## config.mk

```make
export PLATFORM = sky130hd
export DESIGN_NAME = multiprecision_limb_alu
export DESIGN_NICKNAME = d
export VERILOG_FILES = /design/src/rtl/mla_pkg.sv /design/src/rtl/multiprecision_limb_alu.sv /design/src/rtl/mla_front.sv /design/src/rtl/mla_queue.sv /design/src/rtl/mla_back.sv
export SDC_FILE = /design/constraint.sdc
export NUM_CORES = 2
export LEC_CHECK = 0
export BUFFER_PORTS_ARGS = -buffer_cell sky130_fd_sc_hd__buf_4
export CORE_MARGIN = 2
export CORE_UTILIZATION = 60
export CTS_CLUSTER_SIZE = 24
export DETAILED_ROUTE_END_ITERATION = 12
export GPL_ROUTABILITY_DRIVEN = 0
export GPL_TIMING_DRIVEN = 0
export PLACE_DENSITY = 0.88
export SLEW_MARGIN = 20
export SYNTH_ARGS = -nofsm -noshare
export SYNTH_HDL_FRONTEND = slang
export SYNTH_SLANG_ARGS = --single-unit
```

## constraint.sdc

```tcl
create_clock -name clk -period 18.4 [get_ports clk]
set_clock_uncertainty 0.2 [all_clocks]
set_input_delay 3.68 -clock clk [delete_from_list [all_inputs] [get_ports clk]]
set_output_delay 3.68 -clock clk [all_outputs]
set_load 0.02 [all_outputs]
```

## src/rtl/mla_pkg.sv

```systemverilog
// ----------------------------------------------------------------------------
// mla_pkg
// Shared types and constants for the multiprecision limb ALU.
// ----------------------------------------------------------------------------
`default_nettype none

package mla_pkg;

  // Port field widths
  localparam int FIELD_BITS = 32;
  localparam int KIND_BITS  = 2;

  // Default limb width and queue depth between front and back
  localparam int LIMB_BITS_DEF   = 32;
  localparam int QUEUE_DEPTH_DEF = 2;

  // Operation codes on in_kind
  localparam logic [KIND_BITS-1:0] KIND_ADD = 2'd0;
  localparam logic [KIND_BITS-1:0] KIND_SUB = 2'd1;
  localparam logic [KIND_BITS-1:0] KIND_SCA = 2'd2;
  localparam logic [KIND_BITS-1:0] KIND_MAC = 2'd3;

  // Decoded operation, one-hot
  typedef struct packed {
    logic mac;
    logic sca;
    logic sub;
    logic add;
  } op_t;

endpackage

`default_nettype wire

```

## src/rtl/multiprecision_limb_alu.sv

```systemverilog
// Path from input beat to result beat: front register, queue slot, partial
//   products, combine, carry/output.
// Throughput: one limb per cycle while out_ready holds; the carry stage adds onto
//   the running carry, and the multiply is split over two pipeline stages.
// Reset: synchronous, active-low rst_n clears all valids, the queue, the
//   running carry and the in-run flag; payload registers are not reset.
// ----------------------------------------------------------------------------
// multiprecision_limb_alu
// Limb-serial add / subtract / signed-scalar add / multiply-accumulate unit.
// ----------------------------------------------------------------------------
`default_nettype none

module multiprecision_limb_alu #(
  parameter int LIMB_BITS   = mla_pkg::LIMB_BITS_DEF,
  parameter int QUEUE_DEPTH = mla_pkg::QUEUE_DEPTH_DEF
) (
  input  wire logic                            clk,
  input  wire logic                            rst_n,
  // input beats: one limb each, least significant first
  input  wire logic                            in_valid,
  output logic                                 in_ready,
  input  wire logic [mla_pkg::KIND_BITS-1:0]   in_kind,
  input  wire logic [mla_pkg::FIELD_BITS-1:0]  in_dest_limb,
  input  wire logic [mla_pkg::FIELD_BITS-1:0]  in_operand,
  input  wire logic [mla_pkg::FIELD_BITS-1:0]  in_multiplier,
  input  wire logic                            in_last_limb,
  // result beats: one per input beat, in order
  output logic                                 out_valid,
  input  wire logic                            out_ready,
  output logic [mla_pkg::FIELD_BITS-1:0]       out_result_limb,
  output logic [mla_pkg::FIELD_BITS-1:0]       out_final_carry,
  output logic                                 out_run_done
);

  // queue item: {op, last, dest, operand, multiplier}
  localparam int ITEM_W = $bits(mla_pkg::op_t) + 1 + 3 * LIMB_BITS;

  logic                 f_valid, f_ready;
  mla_pkg::op_t         f_op;
  logic                 f_last;
  logic [LIMB_BITS-1:0] f_dest, f_opnd, f_mult;
  logic [ITEM_W-1:0]    f_item;

  logic                 q_valid, q_ready;
  logic [ITEM_W-1:0]    q_item;

  // Front: registers the beat and decodes the kind code.
  mla_front #(
    .LIMB_BITS (LIMB_BITS)
  ) u_front (
    .clk           (clk),
    .rst_n         (rst_n),
    .in_valid      (in_valid),
    .in_ready      (in_ready),
    .in_kind       (in_kind),
    .in_dest_limb  (in_dest_limb),
    .in_operand    (in_operand),
    .in_multiplier (in_multiplier),
    .in_last_limb  (in_last_limb),
    .f_valid       (f_valid),
    .f_ready       (f_ready),
    .f_op          (f_op),
    .f_last        (f_last),
    .f_dest        (f_dest),
    .f_opnd        (f_opnd),
    .f_mult        (f_mult)
  );

  assign f_item = {f_op, f_last, f_dest, f_opnd, f_mult};

  // Queue: lets the front keep taking beats while the back is stalled.
  mla_queue #(
    .DEPTH  (QUEUE_DEPTH),
    .ITEM_W (ITEM_W)
  ) u_queue (
    .clk      (clk),
    .rst_n    (rst_n),
    .wr_valid (f_valid),
    .wr_ready (f_ready),
    .wr_data  (f_item),
    .rd_valid (q_valid),
    .rd_ready (q_ready),
    .rd_data  (q_item)
  );

  // Back: multiply stages, then the carry stage feeding the output register.
  // The running carry and in-run flag live there and update as each limb's
  // result is loaded, so limbs see the carry strictly in arrival order.
  mla_back #(
    .LIMB_BITS (LIMB_BITS),
    .ITEM_W    (ITEM_W)
  ) u_back (
    .clk             (clk),
    .rst_n           (rst_n),
    .q_valid         (q_valid),
    .q_ready         (q_ready),
    .q_data          (q_item),
    .out_valid       (out_valid),
    .out_ready       (out_ready),
    .out_result_limb (out_result_limb),
    .out_final_carry (out_final_carry),
    .out_run_done    (out_run_done)
  );

endmodule

`default_nettype wire

```

## src/rtl/mla_front.sv

```systemverilog
// ----------------------------------------------------------------------------
// mla_front
// Input register slice; decodes the kind code into a one-hot operation.
// ----------------------------------------------------------------------------
`default_nettype none

module mla_front #(
  parameter int LIMB_BITS = mla_pkg::LIMB_BITS_DEF
) (
  input  wire logic                             clk,
  input  wire logic                             rst_n,
  input  wire logic                             in_valid,
  output logic                                  in_ready,
  input  wire logic [mla_pkg::KIND_BITS-1:0]    in_kind,
  input  wire logic [mla_pkg::FIELD_BITS-1:0]   in_dest_limb,
  input  wire logic [mla_pkg::FIELD_BITS-1:0]   in_operand,
  input  wire logic [mla_pkg::FIELD_BITS-1:0]   in_multiplier,
  input  wire logic                             in_last_limb,
  output logic                                  f_valid,
  input  wire logic                             f_ready,
  output mla_pkg::op_t                          f_op,
  output logic                                  f_last,
  output logic [LIMB_BITS-1:0]                  f_dest,
  output logic [LIMB_BITS-1:0]                  f_opnd,
  output logic [LIMB_BITS-1:0]                  f_mult
);

  logic                 f_v_r, f_v_nxt;
  mla_pkg::op_t         f_op_r, f_op_nxt;
  logic                 f_last_r;
  logic [LIMB_BITS-1:0] f_dest_r, f_opnd_r, f_mult_r;
  logic                 in_acc;

  assign in_ready = !f_v_r || f_ready;
  assign in_acc   = in_valid && in_ready;

  always_comb begin
    f_op_nxt = '0;
    unique case (in_kind)
      mla_pkg::KIND_ADD: f_op_nxt.add = 1'b1;
      mla_pkg::KIND_SUB: f_op_nxt.sub = 1'b1;
      mla_pkg::KIND_SCA: f_op_nxt.sca = 1'b1;
      mla_pkg::KIND_MAC: f_op_nxt.mac = 1'b1;
    endcase
  end

  always_comb begin
    f_v_nxt = f_v_r;
    if (in_acc) begin
      f_v_nxt = 1'b1;
    end else if (f_ready) begin
      f_v_nxt = 1'b0;
    end
  end

  always_ff @(posedge clk) begin
    if (!rst_n) begin
      f_v_r <= 1'b0;
    end else begin
      f_v_r <= f_v_nxt;
    end
  end

  always_ff @(posedge clk) begin
    if (in_acc) begin
      f_op_r   <= f_op_nxt;
      f_last_r <= in_last_limb;
      f_dest_r <= LIMB_BITS'(in_dest_limb);
      f_opnd_r <= LIMB_BITS'(in_operand);
      f_mult_r <= LIMB_BITS'(in_multiplier);
    end
  end

  assign f_valid = f_v_r;
  assign f_op    = f_op_r;
  assign f_last  = f_last_r;
  assign f_dest  = f_dest_r;
  assign f_opnd  = f_opnd_r;
  assign f_mult  = f_mult_r;

endmodule

`default_nettype wire

```

## src/rtl/mla_queue.sv

```systemverilog
// ----------------------------------------------------------------------------
// mla_queue
// Small FIFO decoupling the decode front from the execute back.
// ----------------------------------------------------------------------------
`default_nettype none

module mla_queue #(
  parameter int DEPTH  = mla_pkg::QUEUE_DEPTH_DEF,
  parameter int ITEM_W = 8
) (
  input  wire logic              clk,
  input  wire logic              rst_n,
  input  wire logic              wr_valid,
  output logic                   wr_ready,
  input  wire logic [ITEM_W-1:0] wr_data,
  output logic                   rd_valid,
  input  wire logic              rd_ready,
  output logic [ITEM_W-1:0]      rd_data
);

  localparam int PTR_W = $clog2(DEPTH);
  localparam int CNT_W = $clog2(DEPTH + 1);

  logic [ITEM_W-1:0] slot_r [DEPTH];
  logic [PTR_W-1:0]  wr_ptr_r, wr_ptr_nxt, rd_ptr_r, rd_ptr_nxt;
  logic [CNT_W-1:0]  cnt_r, cnt_nxt;
  logic              push, pop;

  assign wr_ready = (cnt_r != CNT_W'(DEPTH));
  assign rd_valid = (cnt_r != '0);
  assign rd_data  = slot_r[rd_ptr_r];
  assign push     = wr_valid && wr_ready;
  assign pop      = rd_valid && rd_ready;

  always_comb begin
    wr_ptr_nxt = wr_ptr_r;
    rd_ptr_nxt = rd_ptr_r;
    cnt_nxt    = cnt_r;
    if (push) begin
      wr_ptr_nxt = (wr_ptr_r == PTR_W'(DEPTH - 1)) ? '0 : wr_ptr_r + PTR_W'(1);
    end
    if (pop) begin
      rd_ptr_nxt = (rd_ptr_r == PTR_W'(DEPTH - 1)) ? '0 : rd_ptr_r + PTR_W'(1);
    end
    if (push && !pop) begin
      cnt_nxt = cnt_r + CNT_W'(1);
    end else if (pop && !push) begin
      cnt_nxt = cnt_r - CNT_W'(1);
    end
  end

  always_ff @(posedge clk) begin
    if (!rst_n) begin
      wr_ptr_r <= '0;
      rd_ptr_r <= '0;
      cnt_r    <= '0;
    end else begin
      wr_ptr_r <= wr_ptr_nxt;
      rd_ptr_r <= rd_ptr_nxt;
      cnt_r    <= cnt_nxt;
    end
  end

  always_ff @(posedge clk) begin
    if (push) begin
      slot_r[wr_ptr_r] <= wr_data;
    end
  end

  // occupancy never runs past the slot count
  a_cnt_bound: assert property (@(posedge clk) disable iff (!rst_n)
    cnt_r <= CNT_W'(DEPTH))
    else $error("queue occupancy beyond depth");

endmodule

`default_nettype wire

```

## src/rtl/mla_back.sv

```systemverilog
// ----------------------------------------------------------------------------
// mla_back
// Execute pipeline: partial products, product combine, carry stage + output.
// ----------------------------------------------------------------------------
`default_nettype none

module mla_back #(
  parameter int LIMB_BITS = mla_pkg::LIMB_BITS_DEF,
  parameter int ITEM_W    = $bits(mla_pkg::op_t) + 1 + 3 * LIMB_BITS
) (
  input  wire logic                           clk,
  input  wire logic                           rst_n,
  input  wire logic                           q_valid,
  output logic                                q_ready,
  input  wire logic [ITEM_W-1:0]              q_data,
  output logic                                out_valid,
  input  wire logic                           out_ready,
  output logic [mla_pkg::FIELD_BITS-1:0]      out_result_limb,
  output logic [mla_pkg::FIELD_BITS-1:0]      out_final_carry,
  output logic                                out_run_done
);

  localparam int L     = LIMB_BITS;
  localparam int H     = (L + 1) / 2;   // half-limb for partial products
  localparam int P     = 2 * H;
  localparam int FW    = 2 * P;
  localparam int TW    = L + 2;
  localparam int DW    = L + 1;
  localparam int OUT_W = mla_pkg::FIELD_BITS;

  // unpack queue item
  mla_pkg::op_t q_op;
  logic         q_last;
  logic [L-1:0] q_dest, q_opnd, q_mult;

  assign q_mult = q_data[L-1:0];
  assign q_opnd = q_data[2*L-1:L];
  assign q_dest = q_data[3*L-1:2*L];
  assign q_last = q_data[3*L];
  assign q_op   = mla_pkg::op_t'(q_data[ITEM_W-1:3*L+1]);

  // ---- stage A: partial products
  logic         a_v_r, a_v_nxt, a_ready, a_load;
  mla_pkg::op_t a_op_r;
  logic         a_last_r;
  logic [L-1:0] a_dest_r, a_opnd_r;
  logic [P-1:0] a_ll_r, a_lh_r, a_hl_r, a_hh_r;
  logic [H-1:0] o_lo, o_hi, m_lo, m_hi;

  // ---- stage B: combined product / difference
  logic         b_v_r, b_v_nxt, b_ready, b_load;
  mla_pkg::op_t b_op_r;
  logic         b_last_r, b_c1_r;
  logic [L-1:0] b_base_r, b_lo_r, b_hi_r;
  logic [FW-1:0] prod;
  logic [DW-1:0] diff;

  // ---- output stage with carry update
  logic         o_v_r, o_v_nxt, o_ready, o_load;
  logic [L-1:0] o_res_r, o_fc_r;
  logic         o_done_r;
  logic [L-1:0] rc_r;
  logic         in_run_r;
  logic [L-1:0] sc, add_x, add_y, res, nxt;
  logic [TW-1:0] t;
  logic [DW-1:0] s2;

  assign o_ready = !o_v_r || out_ready;
  assign b_ready = !b_v_r || o_ready;
  assign a_ready = !a_v_r || b_ready;
  assign q_ready = a_ready;
  assign a_load  = q_valid && a_ready;
  assign b_load  = a_v_r && b_ready;
  assign o_load  = b_v_r && o_ready;

  assign o_lo = q_opnd[H-1:0];
  assign o_hi = H'(q_opnd >> H);
  assign m_lo = q_mult[H-1:0];
  assign m_hi = H'(q_mult >> H);

  always_comb begin
    a_v_nxt = a_v_r;
    if (a_load) begin
      a_v_nxt = 1'b1;
    end else if (b_load) begin
      a_v_nxt = 1'b0;
    end
    b_v_nxt = b_v_r;
    if (b_load) begin
      b_v_nxt = 1'b1;
    end else if (o_load) begin
      b_v_nxt = 1'b0;
    end
    o_v_nxt = o_v_r;
    if (o_load) begin
      o_v_nxt = 1'b1;
    end else if (out_ready) begin
      o_v_nxt = 1'b0;
    end
  end

  always_ff @(posedge clk) begin
    if (a_load) begin
      a_op_r   <= q_op;
      a_last_r <= q_last;
      a_dest_r <= q_dest;
      a_opnd_r <= q_opnd;
      a_ll_r   <= P'(o_lo) * P'(m_lo);
      a_lh_r   <= P'(o_lo) * P'(m_hi);
      a_hl_r   <= P'(o_hi) * P'(m_lo);
      a_hh_r   <= P'(o_hi) * P'(m_hi);
    end
  end

  assign prod = FW'(a_ll_r) + (FW'(a_lh_r) << H) + (FW'(a_hl_r) << H) + (FW'(a_hh_r) << P);
  assign diff = DW'(a_dest_r) - DW'(a_opnd_r);

  always_ff @(posedge clk) begin
    if (b_load) begin
      b_op_r   <= a_op_r;
      b_last_r <= a_last_r;
      b_base_r <= a_op_r.sub ? diff[L-1:0] : a_dest_r;
      b_c1_r   <= diff[L];
      b_lo_r   <= a_op_r.mac ? prod[L-1:0] : a_opnd_r;
      b_hi_r   <= prod[2*L-1:L];
    end
  end

  // carry stage: the only logic that depends on the previous limb
  assign sc = in_run_r ? rc_r : b_lo_r;

  always_comb begin
    add_x = b_lo_r;
    add_y = '0;
    if (b_op_r.sca) begin
      add_x = sc;
    end
    if (b_op_r.mac) begin
      add_y = rc_r;
    end else if (b_op_r.add) begin
      add_y = L'(rc_r[0]);
    end
  end

  assign t  = TW'(b_base_r) + TW'(add_x) + TW'(add_y);
  assign s2 = DW'(b_base_r) - DW'(rc_r[0]);

  always_comb begin
    res = t[L-1:0];
    nxt = L'(t[L+1:L]);
    unique case (1'b1)
      b_op_r.add: begin
        res = t[L-1:0];
        nxt = L'(t[L+1:L]);
      end
      b_op_r.sub: begin
        res = s2[L-1:0];
        nxt = L'(b_c1_r) + L'(s2[L]);
      end
      b_op_r.sca: begin
        res = t[L-1:0];
        nxt = {L{sc[L-1]}} + L'(t[L]);
      end
      b_op_r.mac: begin
        res = t[L-1:0];
        nxt = b_hi_r + L'(t[L+1:L]);
      end
      default: begin
        res = t[L-1:0];
        nxt = L'(t[L+1:L]);
      end
    endcase
  end

  always_ff @(posedge clk) begin
    if (!rst_n) begin
      a_v_r    <= 1'b0;
      b_v_r    <= 1'b0;
      o_v_r    <= 1'b0;
      rc_r     <= '0;
      in_run_r <= 1'b0;
    end else begin
      a_v_r <= a_v_nxt;
      b_v_r <= b_v_nxt;
      o_v_r <= o_v_nxt;
      if (o_load) begin
        rc_r     <= b_last_r ? '0 : nxt;
        in_run_r <= !b_last_r;
      end
    end
  end

  always_ff @(posedge clk) begin
    if (o_load) begin
      o_res_r  <= res;
      o_fc_r   <= b_last_r ? nxt : '0;
      o_done_r <= b_last_r;
    end
  end

  assign out_valid       = o_v_r;
  assign out_result_limb = OUT_W'(o_res_r);
  assign out_final_carry = OUT_W'(o_fc_r);
  assign out_run_done    = o_done_r;

  a_run_clear: assert property (@(posedge clk) disable iff (!rst_n)
    (o_load && b_last_r) |=> (rc_r == '0 && !in_run_r))
    else $error("running carry not cleared after last limb");

  a_fc_zero: assert property (@(posedge clk) disable iff (!rst_n)
    (out_valid && !out_run_done) |-> (out_final_carry == '0))
    else $error("final carry set on a limb that is not last");

  a_op_onehot: assert property (@(posedge clk) disable iff (!rst_n)
    b_v_r |-> $onehot(b_op_r))
    else $error("operation not one-hot in carry stage");

endmodule

`default_nettype wire
```

==> impl_results.md <==
* Area leader, netlist: edfxtp_1
* Post-synth EDFFs at around 670
* Die Y at around 340 um
* Vias per cell at roughly 6.2
* WL/cell at roughly 24 um
* Final core utilization at between 60% and 70%
* Top cells by count, synth: 1,095 x inv_1, 868 x nand2_1, 798 x fa_1
* Max Cap Violations at 0
* Async SR Flop Fraction at 0%
* Clock buffer depth at 3
* Cells after synthesis at 6,631
* Worst Setup Start Kind: flip-flop
* Global-route usage over all layers at 34.98%
* Crit Path Class: flip-flop to flip-flop
* Area taken by multi-input logic gates at between 40,000 and 50,000 um2
* Root buf cell: clkbuf_16
* Period utilization at 62.74%
* Die width at ~340 um
* Hold slack at between 0.2 and 0.25 ns
* PortBufs at about 170
* Critical Path RT at about 19 ns
* First-pass GRT wire length at 304,100 um
* CTS buffer count at 74
* Worst-Skew Late Latency at ~0.68 ns
* Max-slew headroom at between 9 and 10%
* Area contributors post-synth: edfxtp_1 30%, fa_1 24%, ha_1 11%
* Clock tree sinks at 709
* Detailed Place HPWL at 156,400 um
* DRT Wirelength at roughly 200,000 um
* Critical R2R Capture: u_back.a_ll_r[31]$_DFFE_PP_
* Final non-filler cell total at about 8.5k
* GRT overflow at 0
* I/O pins at between 150 and 200
* Final Hold Fails at 0
* # setup viols final at 0
* PostCTS Resize Cnt at 0
* Count of cell types in the netlist at 94
* Initial antenna violation count at 22
* Post-Syn Nets at approximately 8k
* Worst hold stages at 0
* Detailed-route via count at between 50k and 60k
* HP Start: u_back.a_op_r[0]$_DFFE_PP_
* Min-Delay Endpoint: u_back.b_op_r[0]$_DFFE_PP_
* CP endpoint kind: flip-flop
* Number of global-route vias before repair at between 50k and 60k
* Net count, final at between 8k and 9k
* Outcome: finished, final reports clean
* Slew Limit Fails at 0
* Seq. cell area at around 21,000 um2
* CTS tree: done
* Final antenna-violating net count at 0
* Synth Flop Type: edfxtp_1
* FP Rows at 122
* CP max FO at 10
* Cells after DPL at approximately 8.3k
* FF-to-FF setup slack at around 6.9 ns
* H-tree levels at 3
* Fmax at roughly 87 MHz
* Initial core utilization at between 60 and 70%
* Starting DRC count in detailed routing at ~6.7k
* Core box area at 111,100 um2
* Layout cells sized above 1 at 7.242%
* Post-CTS setup buffers at 0
* RSZ-0062 raised after global routing: no
* Min-delay worst type: flip-flop to flip-flop
* Largest net degree at the start of global routing at 104
* Seq/Total Area, Yosys at a little under a third
* DRC violations left at 0
* Worst-Margin Slew at around 1.3 ns
* Drt pass-1 iters at 10
* Final Critical Period at about 12 ns
* Cells on worst reg2reg path at 27
* Flops & latches, synth at just over 700
* Most frequent cell after synthesis: inv_1
* Top cell type's share of synthesized area at between 20 and 30%
* Syn avg cell area at just over 10 um2
* Area Overhead vs Synth at 9.207%
* Hold-fix buffers, CTS at 0
* WP data arrival at 11.67 ns
* Die Area at roughly 120,000 um2
* Synth Cell Area at between 60,000 and 70,000 um2
* Synth warn at 0
* Setup TNS after final layout at 0 ns
* Fill cell count at 7,724
* CTS clk-pin slew, worst paths at roughly 0.060 ns
==> state kept, by name (all words and copies together), names as in the netlist, 2 cells and up, named ones only <==
signal and count:
u_front.f_op 4, u_back.a_opnd_r 32, u_front.f_dest 32, u_back.a_hh_r 32, u_back.a_hl_r 32, u_front.f_mult 32, u_queue.slot_r 202, u_front.f_opnd 32
u_back.a_dest_r 32, u_queue.cnt_r 2, u_back.rc_r 32, u_back.b_lo_r 32, u_back.b_base_r 32, u_back.a_ll_r 32, u_back.out_result_limb 32, u_back.b_hi_r 32
u_back.a_lh_r 32, u_back.b_op_r 4, u_back.out_final_carry 32, u_back.a_op_r 4
==> stage by stage <==
step,setup WS [ns],instance area [um2]
global placement,7.497,70560
global route,6.878,73620
finish,6.856,73640
floorplan,9.190,67430
detailed placement,7.733,71060
CTS,7.567,73570
==> routing by layer <==
metal / share of wire [%] / vias to the layer above / GRT usage (%)
met5: 0.15 / - / 0.8170
met4: 9.7 / 22 / 26.26
met3: 15 / 1300 / 15.10
met2: 43 / 3944 / 52.59
met1: 32 / 24950 / 39.54
li1: - / 22200 / -
==> cell type report <==
cell class / instances / area share [%]
inverters: 1107 / 5.656
flip-flops and latches: 709 / 28.34
clock inverters: 46 / 0.7306
plain buffers: 224 / 1.154
well taps: 1488 / 2.528
diodes: 10 / 0.03398
multi-input cells: 4591 / 56.65
repair buffers: 191 / 2.231
clock buffers: 91 / 2.673
==> cell families after synthesis <==
family	share of synthesized area, %
flip-flops	30.95
XOR/XNOR	4.039
adder cells (fa/ha/maj)	34.55
AND/OR/NAND/NOR	12.08
AO/OA/AOI/OAI	7.878
buffers and inverters	7.413
multiplexers	3.093
==> how the worst max path moves through the flow <==
stage	start	to	cells past startpoint	slack, ns
after floorplan	out_ready	u_back.b_base_r[0]$_DFFE_PP_	3	9.19
after global placement	flip-flop	u_back.a_hl_r[30]$_DFFE_PP_	22	7.50
after detailed placement	flip-flop	u_back.a_ll_r[31]$_DFFE_PP_	27	7.73
after CTS	flip-flop	u_back.a_ll_r[31]$_DFFE_PP_	27	7.57
after global routing	flip-flop	u_back.a_ll_r[31]$_DFFE_PP_	27	6.88
final	flip-flop	u_back.a_ll_r[31]$_DFFE_PP_	27	6.86
==> critical path: stages, from the launching register on <==
cell,delay [ns]
dfxtp_1,0.61
clkbuf_1,0.50
clkbuf_1,0.76
buf_2,0.49
mux2i_2,1.04
clkbuf_1,1.01
nor2_1,0.15
fa_1,0.54
inv_1,0.06
fa_1,0.46
inv_1,0.09
ha_1,0.17
inv_1,0.06
fa_1,0.48
inv_1,0.05
fa_1,0.52
inv_1,0.04
fa_1,0.47
inv_1,0.04
ha_1,0.34
o21a_1,0.16
a2111oi_0,0.10
nor3_1,0.78
a41oi_1,0.35
a221oi_1,0.55
a311o_1,0.29
a21oi_1,0.10
xnor2_1,0.73
==> layout by cell type, fill, tap and decap left out, types with 95 or more instances in the layout <==
master / n
a21o_1: 95
a21oi_1: 233
buf_4: 170
clkbuf_1: 198
edfxtp_1: 667
fa_1: 798
ha_1: 585
inv_1: 1093
mux2_2: 123
nand2_1: 868
nor2_1: 562
o21ai_0: 174
xnor2_1: 205
xor2_1: 106
Power is left out: the tool's default activity adds up to more than one toggle a clock period on the data nets, which glitch-free logic cannot reach.
